### src/rtl/tfcp_pkg.sv
// Shared types, codes and color helpers for the texel fetch/convert/place unit.
// No dependencies; imported by tfcp_locate, tfcp_convert and the top level under rtl/.
package tfcp_pkg;

    // Default sizes handed to the top level
    localparam int DEF_PALETTE_DEPTH    = 256;
    localparam int DEF_MAX_SOURCE_WIDTH = 512;

    // Item modes
    localparam logic [1:0] MODE_PAL_WRITE = 2'd0;
    localparam logic [1:0] MODE_LOCATE    = 2'd1;
    localparam logic [1:0] MODE_CONVERT   = 2'd2;
    localparam logic [1:0] MODE_NOP       = 2'd3;

    // Source formats
    localparam logic [2:0] FMT_RGBA16 = 3'd0;
    localparam logic [2:0] FMT_RGBA32 = 3'd1;
    localparam logic [2:0] FMT_IA8    = 3'd2;
    localparam logic [2:0] FMT_CI8    = 3'd3;
    localparam logic [2:0] FMT_I4     = 3'd4;

    // Configuration register indexes
    localparam logic [2:0] REG_SOURCE_FORMAT   = 3'd0;
    localparam logic [2:0] REG_TEXTURE_SHUFFLE = 3'd1;
    localparam logic [2:0] REG_ANCHOR_X        = 3'd2;
    localparam logic [2:0] REG_ANCHOR_Y        = 3'd3;
    localparam logic [2:0] REG_TARGET_WIDTH    = 3'd4;
    localparam logic [2:0] REG_TARGET_HEIGHT   = 3'd5;
    localparam logic [2:0] REG_TARGET_PITCH    = 3'd6;
    localparam logic [2:0] REG_SOURCE_WIDTH    = 3'd7;

    localparam int CFG_INDEX_W = 3;
    localparam int CFG_DATA_W  = 11;

    // Configuration register file contents
    typedef struct packed {
        logic [2:0]  source_format;
        logic        texture_shuffle;
        logic [9:0]  anchor_x;
        logic [9:0]  anchor_y;
        logic [9:0]  target_width;
        logic [9:0]  target_height;
        logic [10:0] target_pitch;
        logic [9:0]  source_width;
    } cfg_t;

    // Item fields kept past the input handshake
    typedef struct packed {
        logic [1:0]  mode;
        logic [8:0]  strip_row;
        logic [8:0]  pixel_column;
        logic [8:0]  strip_top;
        logic [31:0] raw_texel;
    } item_t;

    // RGBA5551 to opaque-flagged BGR555; alpha clear gives transparent zero
    function automatic logic [15:0] conv_rgba16(input logic [15:0] c);
        logic [15:0] r;
        r = c[0] ? {1'b1, c[5:1], c[10:6], c[15:11]} : 16'h0000;
        return r;
    endfunction

    // Opaque grey from a 4-bit intensity
    function automatic logic [15:0] grey(input logic [3:0] i);
        logic [4:0] v;
        v = {i, i[3]};
        return {1'b1, v, v, v};
    endfunction

endpackage

### src/rtl/tfcp_palette.sv
// Palette store: one write port, one registered read port, slot wrapped to depth.
// Depends on nothing but its DEPTH parameter.
module tfcp_palette #(
    parameter int DEPTH = 256
) (
    input  logic        aclk,
    input  logic        wr_en,
    input  logic [7:0]  wr_slot,
    input  logic [15:0] wr_data,
    input  logic        rd_en,
    input  logic [7:0]  rd_slot,
    output logic [15:0] rd_data
);
    localparam int AW = (DEPTH > 1) ? $clog2(DEPTH) : 1;

    logic [15:0]   mem [DEPTH];
    logic [AW-1:0] wr_addr;
    logic [AW-1:0] rd_addr;

    // Reduce an 8-bit slot modulo DEPTH; quotient fits in four bits for DEPTH >= 16
    function automatic logic [AW-1:0] wrap_slot(input logic [7:0] v);
        logic [11:0] r;
        r = 12'(v);
        for (int k = 3; k >= 0; k--) begin
            if (r >= (12'(DEPTH) << k)) begin
                r = r - (12'(DEPTH) << k);
            end
        end
        return AW'(r);
    endfunction

    assign wr_addr = wrap_slot(wr_slot);
    assign rd_addr = wrap_slot(rd_slot);

    // Write on palette beats
    always_ff @(posedge aclk) begin
        if (wr_en) begin
            mem[wr_addr] <= wr_data;
        end
    end

    // Read on every accepted beat; hold otherwise
    always_ff @(posedge aclk) begin
        if (rd_en) begin
            rd_data <= mem[rd_addr];
        end
    end

endmodule

### src/rtl/tfcp_locate.sv
// Source element index with format swizzles, destination address and clip flag.
// Depends on tfcp_pkg for the config struct and format codes.
module tfcp_locate #(
    parameter int MAX_SOURCE_WIDTH = 512
) (
    input  tfcp_pkg::cfg_t cfg,
    input  logic [8:0]     strip_row,
    input  logic [8:0]     pixel_column,
    input  logic [8:0]     strip_top,
    output logic [17:0]    source_index,
    output logic [18:0]    target_address,
    output logic           target_inside
);
    import tfcp_pkg::*;

    localparam int SW_W   = $clog2(MAX_SOURCE_WIDTH + 1);
    localparam int PROD_W = 9 + SW_W;
    localparam logic [10:0] MAX_W11 = 11'(MAX_SOURCE_WIDTH);

    logic [10:0]       src_w11;
    logic [SW_W-1:0]   w;
    logic [SW_W-1:0]   half_w;
    logic [8:0]        col_x2;
    logic [8:0]        col_x3;
    logic [8:0]        col_sel;
    logic [SW_W-1:0]   mul_w;
    logic [PROD_W-1:0] prod;
    logic [PROD_W:0]   elem_sum;
    logic [11:0]       dx;
    logic [11:0]       dy;
    logic [21:0]       addr_sum;

    // Clamp the strip width
    assign src_w11 = 11'(cfg.source_width);
    assign w       = (src_w11 > MAX_W11) ? SW_W'(MAX_W11) : SW_W'(src_w11);
    assign half_w  = SW_W'(({1'b0, w} + 1'b1) >> 1);

    assign col_x2 = pixel_column ^ 9'd2;
    assign col_x3 = pixel_column ^ 9'd3;

    // Pick the column swizzle and row stride per format
    always_comb begin
        col_sel = pixel_column;
        mul_w   = w;
        unique case (cfg.source_format)
            FMT_RGBA16: begin
                if (cfg.texture_shuffle && strip_row[0] && (11'(col_x2) < 11'(w))) begin
                    col_sel = col_x2;
                end
            end
            FMT_CI8: begin
                if (11'(col_x3) < 11'(w)) begin
                    col_sel = col_x3;
                end
            end
            FMT_I4: begin
                col_sel = {1'b0, pixel_column[8:1]};
                mul_w   = half_w;
            end
            default: begin
                col_sel = pixel_column;
            end
        endcase
    end

    // Element index: one multiply, one add, halfword flip for rgba16
    assign prod     = PROD_W'(strip_row) * PROD_W'(mul_w);
    assign elem_sum = {1'b0, prod} + (PROD_W + 1)'(col_sel);
    assign source_index = (cfg.source_format == FMT_RGBA16) ?
                          (18'(elem_sum) ^ 18'd1) : 18'(elem_sum);

    // Destination position, signed 12 bits covers every sum
    assign dx = {{2{cfg.anchor_x[9]}}, cfg.anchor_x} + {3'b000, pixel_column};
    assign dy = {{2{cfg.anchor_y[9]}}, cfg.anchor_y} + {3'b000, strip_top}
              + {3'b000, strip_row};

    assign target_inside = !dx[11] && !dy[11]
                         && (dx[10:0] < {1'b0, cfg.target_width})
                         && (dy[10:0] < {1'b0, cfg.target_height});

    // Inside implies both coordinates below 1024
    assign addr_sum = 22'(dy[9:0]) * 22'(cfg.target_pitch) + 22'(dx[9:0]);
    assign target_address = target_inside ? 19'(addr_sum) : 19'd0;

endmodule

### src/rtl/tfcp_convert.sv
// Raw texel to opaque-flagged BGR555 color for every source format.
// Depends on tfcp_pkg for format codes and color helpers.
module tfcp_convert (
    input  logic [2:0]  source_format,
    input  logic [31:0] raw_texel,
    input  logic        column_odd,
    input  logic [15:0] palette_entry,
    output logic [15:0] color
);
    import tfcp_pkg::*;

    logic [7:0] b;
    logic [3:0] nib;

    assign b   = raw_texel[7:0];
    assign nib = column_odd ? b[3:0] : b[7:4];

    // Select the format's conversion
    always_comb begin
        unique case (source_format)
            FMT_RGBA16: color = conv_rgba16(raw_texel[15:0]);
            FMT_RGBA32: color = (b != 8'd0) ?
                                {1'b1, raw_texel[15:11], raw_texel[23:19], raw_texel[31:27]} :
                                16'h0000;
            FMT_IA8:    color = (b[3:0] != 4'd0) ? grey(b[7:4]) : 16'h0000;
            FMT_CI8:    color = conv_rgba16(palette_entry);
            FMT_I4:     color = (nib != 4'd0) ? grey(nib) : 16'h0000;
            default:    color = 16'h0000;
        endcase
    end

endmodule

### src/rtl/texel_fetch_convert_place_unit.sv
// Top level of the texel fetch/convert/place unit: config registers, input and
// result registers, palette store. Depends on tfcp_pkg, tfcp_palette,
// tfcp_locate and tfcp_convert.
//
//   channel | ports                        | beat carries
//   --------+------------------------------+---------------------------------------
//   input   | s_valid / s_ready            | mode, row, column, top, texel, palette
//   result  | m_valid / m_ready            | index, address, inside, color, opaque
//   config  | cfg_valid / cfg_ready        | register index, write data
//
// One item per clock sustained while m_ready stays high; a result passes through the
// input register, then the result register, the palette read sharing the first.
// The palette store has one write and one registered read port, both used at
// the input beat. Reset clears valid flags and loads register defaults; the
// palette is undefined until written. An upstream beat is taken while the
// result register empties or is being drained, so a stall on m_ready holds
// both stages. cfg_ready is always high.
module texel_fetch_convert_place_unit #(
    parameter int PALETTE_DEPTH    = tfcp_pkg::DEF_PALETTE_DEPTH,
    parameter int MAX_SOURCE_WIDTH = tfcp_pkg::DEF_MAX_SOURCE_WIDTH
) (
    input  logic                               aclk,
    input  logic                               aresetn,
    // configuration
    input  logic                               cfg_valid,
    output logic                               cfg_ready,
    input  logic [tfcp_pkg::CFG_INDEX_W-1:0]   cfg_index,
    input  logic [tfcp_pkg::CFG_DATA_W-1:0]    cfg_data,
    // input items
    input  logic                               s_valid,
    output logic                               s_ready,
    input  logic [1:0]                         s_mode,
    input  logic [8:0]                         s_strip_row,
    input  logic [8:0]                         s_pixel_column,
    input  logic [8:0]                         s_strip_top,
    input  logic [31:0]                        s_raw_texel,
    input  logic [7:0]                         s_palette_slot,
    input  logic [15:0]                        s_palette_word,
    // results
    output logic                               m_valid,
    input  logic                               m_ready,
    output logic [17:0]                        m_source_index,
    output logic [18:0]                        m_target_address,
    output logic                               m_target_inside,
    output logic [15:0]                        m_color_out,
    output logic                               m_is_opaque
);
    import tfcp_pkg::*;

    cfg_t        cfg_reg;
    logic        in_valid_reg;
    item_t       item_reg;
    logic        out_valid_reg;
    logic [17:0] sidx_reg;
    logic [18:0] addr_reg;
    logic        inside_reg;
    logic [15:0] color_reg;

    logic        s_beat;
    logic        out_load;
    logic [15:0] pal_entry;
    logic [17:0] loc_sidx;
    logic [18:0] loc_addr;
    logic        loc_inside;
    logic [15:0] conv_color;
    logic [17:0] sidx_next;
    logic [18:0] addr_next;
    logic        inside_next;
    logic [15:0] color_next;

    // Handshakes
    assign cfg_ready = 1'b1;
    assign out_load  = in_valid_reg && (!out_valid_reg || m_ready);
    assign s_ready   = !in_valid_reg || out_load;
    assign s_beat    = s_valid && s_ready;

    // Configuration registers
    always_ff @(posedge aclk) begin
        if (!aresetn) begin
            cfg_reg.source_format   <= FMT_RGBA16;
            cfg_reg.texture_shuffle <= 1'b0;
            cfg_reg.anchor_x        <= 10'd0;
            cfg_reg.anchor_y        <= 10'd0;
            cfg_reg.target_width    <= 10'd320;
            cfg_reg.target_height   <= 10'd240;
            cfg_reg.target_pitch    <= 11'd320;
            cfg_reg.source_width    <= 10'd320;
        end else if (cfg_valid && cfg_ready) begin
            unique case (cfg_index)
                REG_SOURCE_FORMAT:   cfg_reg.source_format   <= cfg_data[2:0];
                REG_TEXTURE_SHUFFLE: cfg_reg.texture_shuffle <= cfg_data[0];
                REG_ANCHOR_X:        cfg_reg.anchor_x        <= cfg_data[9:0];
                REG_ANCHOR_Y:        cfg_reg.anchor_y        <= cfg_data[9:0];
                REG_TARGET_WIDTH:    cfg_reg.target_width    <= cfg_data[9:0];
                REG_TARGET_HEIGHT:   cfg_reg.target_height   <= cfg_data[9:0];
                REG_TARGET_PITCH:    cfg_reg.target_pitch    <= cfg_data[10:0];
                REG_SOURCE_WIDTH:    cfg_reg.source_width    <= cfg_data[9:0];
                default: ;
            endcase
        end
    end

    // Palette: write and read both at the input beat
    tfcp_palette #(
        .DEPTH (PALETTE_DEPTH)
    ) u_palette (
        .aclk    (aclk),
        .wr_en   (s_beat && (s_mode == MODE_PAL_WRITE)),
        .wr_slot (s_palette_slot),
        .wr_data (s_palette_word),
        .rd_en   (s_beat),
        .rd_slot (s_raw_texel[7:0] ^ 8'h01),
        .rd_data (pal_entry)
    );

    // Input stage
    always_ff @(posedge aclk) begin
        if (!aresetn) begin
            in_valid_reg <= 1'b0;
        end else if (s_ready) begin
            in_valid_reg <= s_valid;
        end
    end

    always_ff @(posedge aclk) begin
        if (s_beat) begin
            item_reg.mode         <= s_mode;
            item_reg.strip_row    <= s_strip_row;
            item_reg.pixel_column <= s_pixel_column;
            item_reg.strip_top    <= s_strip_top;
            item_reg.raw_texel    <= s_raw_texel;
        end
    end

    tfcp_locate #(
        .MAX_SOURCE_WIDTH (MAX_SOURCE_WIDTH)
    ) u_locate (
        .cfg            (cfg_reg),
        .strip_row      (item_reg.strip_row),
        .pixel_column   (item_reg.pixel_column),
        .strip_top      (item_reg.strip_top),
        .source_index   (loc_sidx),
        .target_address (loc_addr),
        .target_inside  (loc_inside)
    );

    tfcp_convert u_convert (
        .source_format (cfg_reg.source_format),
        .raw_texel     (item_reg.raw_texel),
        .column_odd    (item_reg.pixel_column[0]),
        .palette_entry (pal_entry),
        .color         (conv_color)
    );

    // Keep only the fields that the mode gives meaning
    always_comb begin
        sidx_next   = 18'd0;
        addr_next   = 19'd0;
        inside_next = 1'b0;
        color_next  = 16'h0000;
        unique case (item_reg.mode)
            MODE_LOCATE: begin
                sidx_next   = loc_sidx;
                addr_next   = loc_addr;
                inside_next = loc_inside;
            end
            MODE_CONVERT: begin
                color_next = conv_color;
            end
            MODE_PAL_WRITE, MODE_NOP: begin
                color_next = 16'h0000;
            end
            default: ;
        endcase
    end

    // Result stage
    always_ff @(posedge aclk) begin
        if (!aresetn) begin
            out_valid_reg <= 1'b0;
        end else if (out_load) begin
            out_valid_reg <= 1'b1;
        end else if (m_ready) begin
            out_valid_reg <= 1'b0;
        end
    end

    always_ff @(posedge aclk) begin
        if (out_load) begin
            sidx_reg   <= sidx_next;
            addr_reg   <= addr_next;
            inside_reg <= inside_next;
            color_reg  <= color_next;
        end
    end

    assign m_valid          = out_valid_reg;
    assign m_source_index   = sidx_reg;
    assign m_target_address = addr_reg;
    assign m_target_inside  = inside_reg;
    assign m_color_out      = color_reg;
    assign m_is_opaque      = (color_reg != 16'h0000);

    // A free or draining result register must never block the input side
    assert property (@(posedge aclk) disable iff (!aresetn)
        (!m_valid || m_ready) |-> s_ready)
        else $error("input stalled while result stage can advance");

    // A held input item moves to the result stage when it can
    assert property (@(posedge aclk) disable iff (!aresetn)
        (in_valid_reg && (!m_valid || m_ready)) |=> m_valid)
        else $error("input item did not advance");

    // A clipped destination carries a zero address
    assert property (@(posedge aclk) disable iff (!aresetn)
        (m_valid && !m_target_inside) |-> (m_target_address == 19'd0))
        else $error("address set outside target");

    // Every nonzero color carries the opaque bit
    assert property (@(posedge aclk) disable iff (!aresetn)
        (m_valid && m_is_opaque) |-> m_color_out[15])
        else $error("opaque color without alpha bit");

    // A locate result has no color and a convert result has no placement
    assert property (@(posedge aclk) disable iff (!aresetn)
        (m_valid && m_target_inside) |-> !m_is_opaque)
        else $error("result mixes locate and convert fields");

endmodule

### config.mk
export PLATFORM = sky130hd
export DESIGN_NAME = texel_fetch_convert_place_unit
export DESIGN_NICKNAME = d
export VERILOG_FILES = /design/src/rtl/tfcp_pkg.sv /design/src/rtl/tfcp_palette.sv /design/src/rtl/tfcp_locate.sv /design/src/rtl/tfcp_convert.sv /design/src/rtl/texel_fetch_convert_place_unit.sv
export SDC_FILE = /design/constraint.sdc
export NUM_CORES = 2
export LEC_CHECK = 0
export BUFFER_PORTS_ARGS = -buffer_cell sky130_fd_sc_hd__buf_2
export CORE_ASPECT_RATIO = 1.2
export CORE_MARGIN = 3
export CORE_UTILIZATION = 29
export DETAILED_ROUTE_END_ITERATION = 12
export HOLD_SLACK_MARGIN = 0.08
export PLACE_DENSITY = 0.53
export SLEW_MARGIN = 5
export SYNTH_ARGS = -nofsm -noshare
export SYNTH_HDL_FRONTEND = slang
export SYNTH_SLANG_ARGS = --single-unit
### constraint.sdc
create_clock -name aclk -period 9.75 [get_ports aclk]
set_input_delay 0.975 -clock aclk [delete_from_list [all_inputs] [get_ports aclk]]
set_output_delay 0.975 -clock aclk [all_outputs]
set_load 0.02 [all_outputs]
==> impl_metrics.ini <==
[timing]
timing_worst_slew_pin_value_ns = 1.41
rsz0062_at_grt = no
setup-tns-final_ns = 0
slew-limit-headroom_pct = 6.04
layout_worst_path_cycle_share_pct = 84.5
finClkSkew_ns = 0.0897
final_slew_viol_count = 0
setup_violations_final = 0
fin_ws_ns = 1.51
final_period_demand_of_the_worst_path_ns = 8.24
timing_hold_violations_final = 0
max_freq_mhz = 121

[synth]
synth_area_leaders = sky130_fd_sc_hd__edfxtp_1 74%, sky130_fd_sc_hd__mux4_2 17%, sky130_fd_sc_hd__fa_1 1.7%, sky130_fd_sc_hd__ha_1 1.2%, sky130_fd_sc_hd__dfxtp_1 0.78%
syn-num-nets = 8310
post_synth_inst_count = 7903
yosys-top-cells-count = 4221 x sky130_fd_sc_hd__edfxtp_1, 1280 x sky130_fd_sc_hd__mux4_2, 339 x sky130_fd_sc_hd__nand2_1
syn-mean-instance-area_sq_um = 21.8
synth-seq-area-share_pct = 74.4
synth_most_common_cell = sky130_fd_sc_hd__edfxtp_1
synth.cell_area_sq_um = 172000
synth.yosys.warnings = 0
primary_ff_master_synth = sky130_fd_sc_hd__edfxtp_1
synth_top_area_cell = sky130_fd_sc_hd__edfxtp_1
synth-seq-cells = 4288
ys_async_sr_fraction_pct = 0
synth_cell_types = 63
netlist.area_leader.share_pct = 73.6
synth_edf_count = 4221

[floorplanning]
io-pin-count = 162
fp.dieW_um = 709
die_h_um = 850
core_sq_um = 591000
placement_rows = 309
die_area_sq_um = 603000
starting_density_pct = 29.1

[power]
p_per_area_nw_per_um2 = 198
worst_case_vdd_ir_drop_mv = 0.147
cellLeakagePower_nw = 62.1
totalPowerFinal_mw = 39.3

[status]
status = completed

[route]
routed_via_count = 81667
drc = 0
drt-pass1-iter-count = 6
routed_wire_length_per_instance_um = 26.6
vias_per_cell = 4.93
postRouteAntennaNets = 0
dr.first_iter.drc_count = 8596
drt_wl_total_mm = 440

[cells_and_area]
max_reg_flops = 4096
final-instance-count-excl-fill = 16576
areaGrowthSynthToFinish_pct = 15.0
multiInputGateArea_sq_um = 41500
nets_finish = 8853
filler_cell_count = 55048
layout.area.seq_sq_um = 128000
post_route_cells_drive_above_1_share_pct = 27.8

[clock_tree]
worstSkewPairLatency_ns = 0.97
clock_tree.root_cell = sky130_fd_sc_hd__clkbuf_16
maximum_root_to_sink_buffer_count = 4
cts_tree = done
cts_made_buffers = 401
htreeDepth = 5
cts.repair_timing.setup_buffer_count = 0
ctsResizeCount = 0
holdBufCountCts = 22
worst_path_clk_slew_ns = 0.06
numClockSinks = 4288

[global_route]
global_route.overflow_total = 0
first_pass_grt_wire_length_mm = 629
globalRouteMet2Util_pct = 23.8
first_global_vias = 84931
grt_max_degree = 163
grt.busiest_layer = met2
number_of_antenna_violations_at_the_first_check_in_global_routing = 25
gr-usage-met1_pct = 19.2
track_usage_pct = 14.3
grt_util_met3_pct = 2.18

[worst_setup_path]
cp_top_family = adder cells
critical_path_peak_fanout = 10
critical_path.startpoint = item_reg[32]
worst_path_max_delay_cell = sky130_fd_sc_hd__fa_1
end_kind = flop
max_stage_delay_ns = 0.52
timing.critical_path.from_type = flop
cp_num_buf_inv = 4
crit_arrival_ns = 8.96
worst-setup-path-type = flop to flop
reg2reg_from = item_reg[32]
cp.required_ns = 10.47
critical_path.most_common_cell = sky130_fd_sc_hd__fa_1

[placed_design]
post-dp-hpwl_mm = 263
globalplace.congestion = 0.827
place.detailed.instances = 15796
detailedPlace.worstSlack_ns = 1.65
buffer_ports.inserted = 154

[job]
cap_viol_max_count = 0

[min_path]
hold_path_class = primary input to flop
hp-start = s_raw_texel[12]
-- kinds of logic after synthesis --
| kind of cell | after synthesis | share of synthesized area [%] |
|---|---|---|
| multiplexers | 1291 | 16.8 |
| other | 1 | 0.00218 |
| adder cells (fa/ha/maj) | 303 | 2.83 |
| XOR/XNOR | 54 | 0.283 |
| flip-flops | 4288 | 74.4 |
| buffers and inverters | 628 | 1.53 |
| AO/OA/AOI/OAI | 442 | 1.87 |
| AND/OR/NAND/NOR | 896 | 2.26 |
-- metal layers --
metal | up-vias | part of all wire [%]
met1 | 44452 | 41
met2 | 2739 | 49
li1 | 33846 | -
met3 | 618 | 6.2
met4 | 12 | 3.3
met5 | - | 0.018
-- stage by stage --
stage                     utilization [%]  hold WS (ns)  cell area, sq um
after floorplan                         -         0.442            172000
after CTS                            33.5        0.0827            198000
final                                33.5         0.196            198000
after detailed placement             31.2         0.458            184000
after global routing                 33.5         0.132            198000
after global placement               31.2         0.452            184000
-- where the power goes --
| part | switching, mW | internal [mW] |
|---|---|---|
| sequential | 0.0457 | 20.3 |
| clock | 6.98 | 9.11 |
| combinational | 1.73 | 1.09 |
-- layout by cell type, fill, tap and decap left out, types with 21 or more instances in the layout --
master,n
sky130_fd_sc_hd__clkbuf_16,403
sky130_fd_sc_hd__a21oi_1,69
sky130_fd_sc_hd__nand3_1,21
sky130_fd_sc_hd__a22o_1,34
sky130_fd_sc_hd__dfxtp_1,67
sky130_fd_sc_hd__and2_1,73
sky130_fd_sc_hd__o21ai_0,38
sky130_fd_sc_hd__dlygate4sd3_1,22
sky130_fd_sc_hd__inv_1,213
sky130_fd_sc_hd__clkbuf_1,67
sky130_fd_sc_hd__a21o_1,29
sky130_fd_sc_hd__nand2b_1,21
sky130_fd_sc_hd__nor2_2,24
sky130_fd_sc_hd__buf_2,134
sky130_fd_sc_hd__mux4_2,1280
sky130_fd_sc_hd__buf_4,359
sky130_fd_sc_hd__a221oi_1,33
sky130_fd_sc_hd__ha_1,160
sky130_fd_sc_hd__nor2_1,310
sky130_fd_sc_hd__edfxtp_1,4221
sky130_fd_sc_hd__xnor2_1,37
sky130_fd_sc_hd__clkinv_1,87
sky130_fd_sc_hd__nand2_1,339
sky130_fd_sc_hd__a21boi_0,54
sky130_fd_sc_hd__nor2b_1,34
sky130_fd_sc_hd__a22oi_1,80
sky130_fd_sc_hd__clkinv_2,69
sky130_fd_sc_hd__fa_1,143
sky130_fd_sc_hd__bufinv_16,55
-- path summary, 6_finish.rpt --
| kind | cells after the start | to | slack (ns) |
|---|---|---|---|
| setup reg to reg | 33 | m_target_address[18] | 1.51 |
| hold reg to reg | 2 | cfg_reg[31] | 0.47 |
| hold / removal | 1 | item_reg[12] | 0.20 |
| setup / recovery | 33 | m_target_address[18] | 1.51 |
-- final cells by class --
type	instances	share of cell area, %
repair buffers	553	2.15
clock inverters	270	1.59
well taps	7775	4.91
clock buffers	470	5.22
inverters	215	0.408
flip-flops and latches	4288	64.7
multi-input cells	2987	21.0
diodes	18	0.0228
Note: power is estimated with default switching activity, not from simulation.
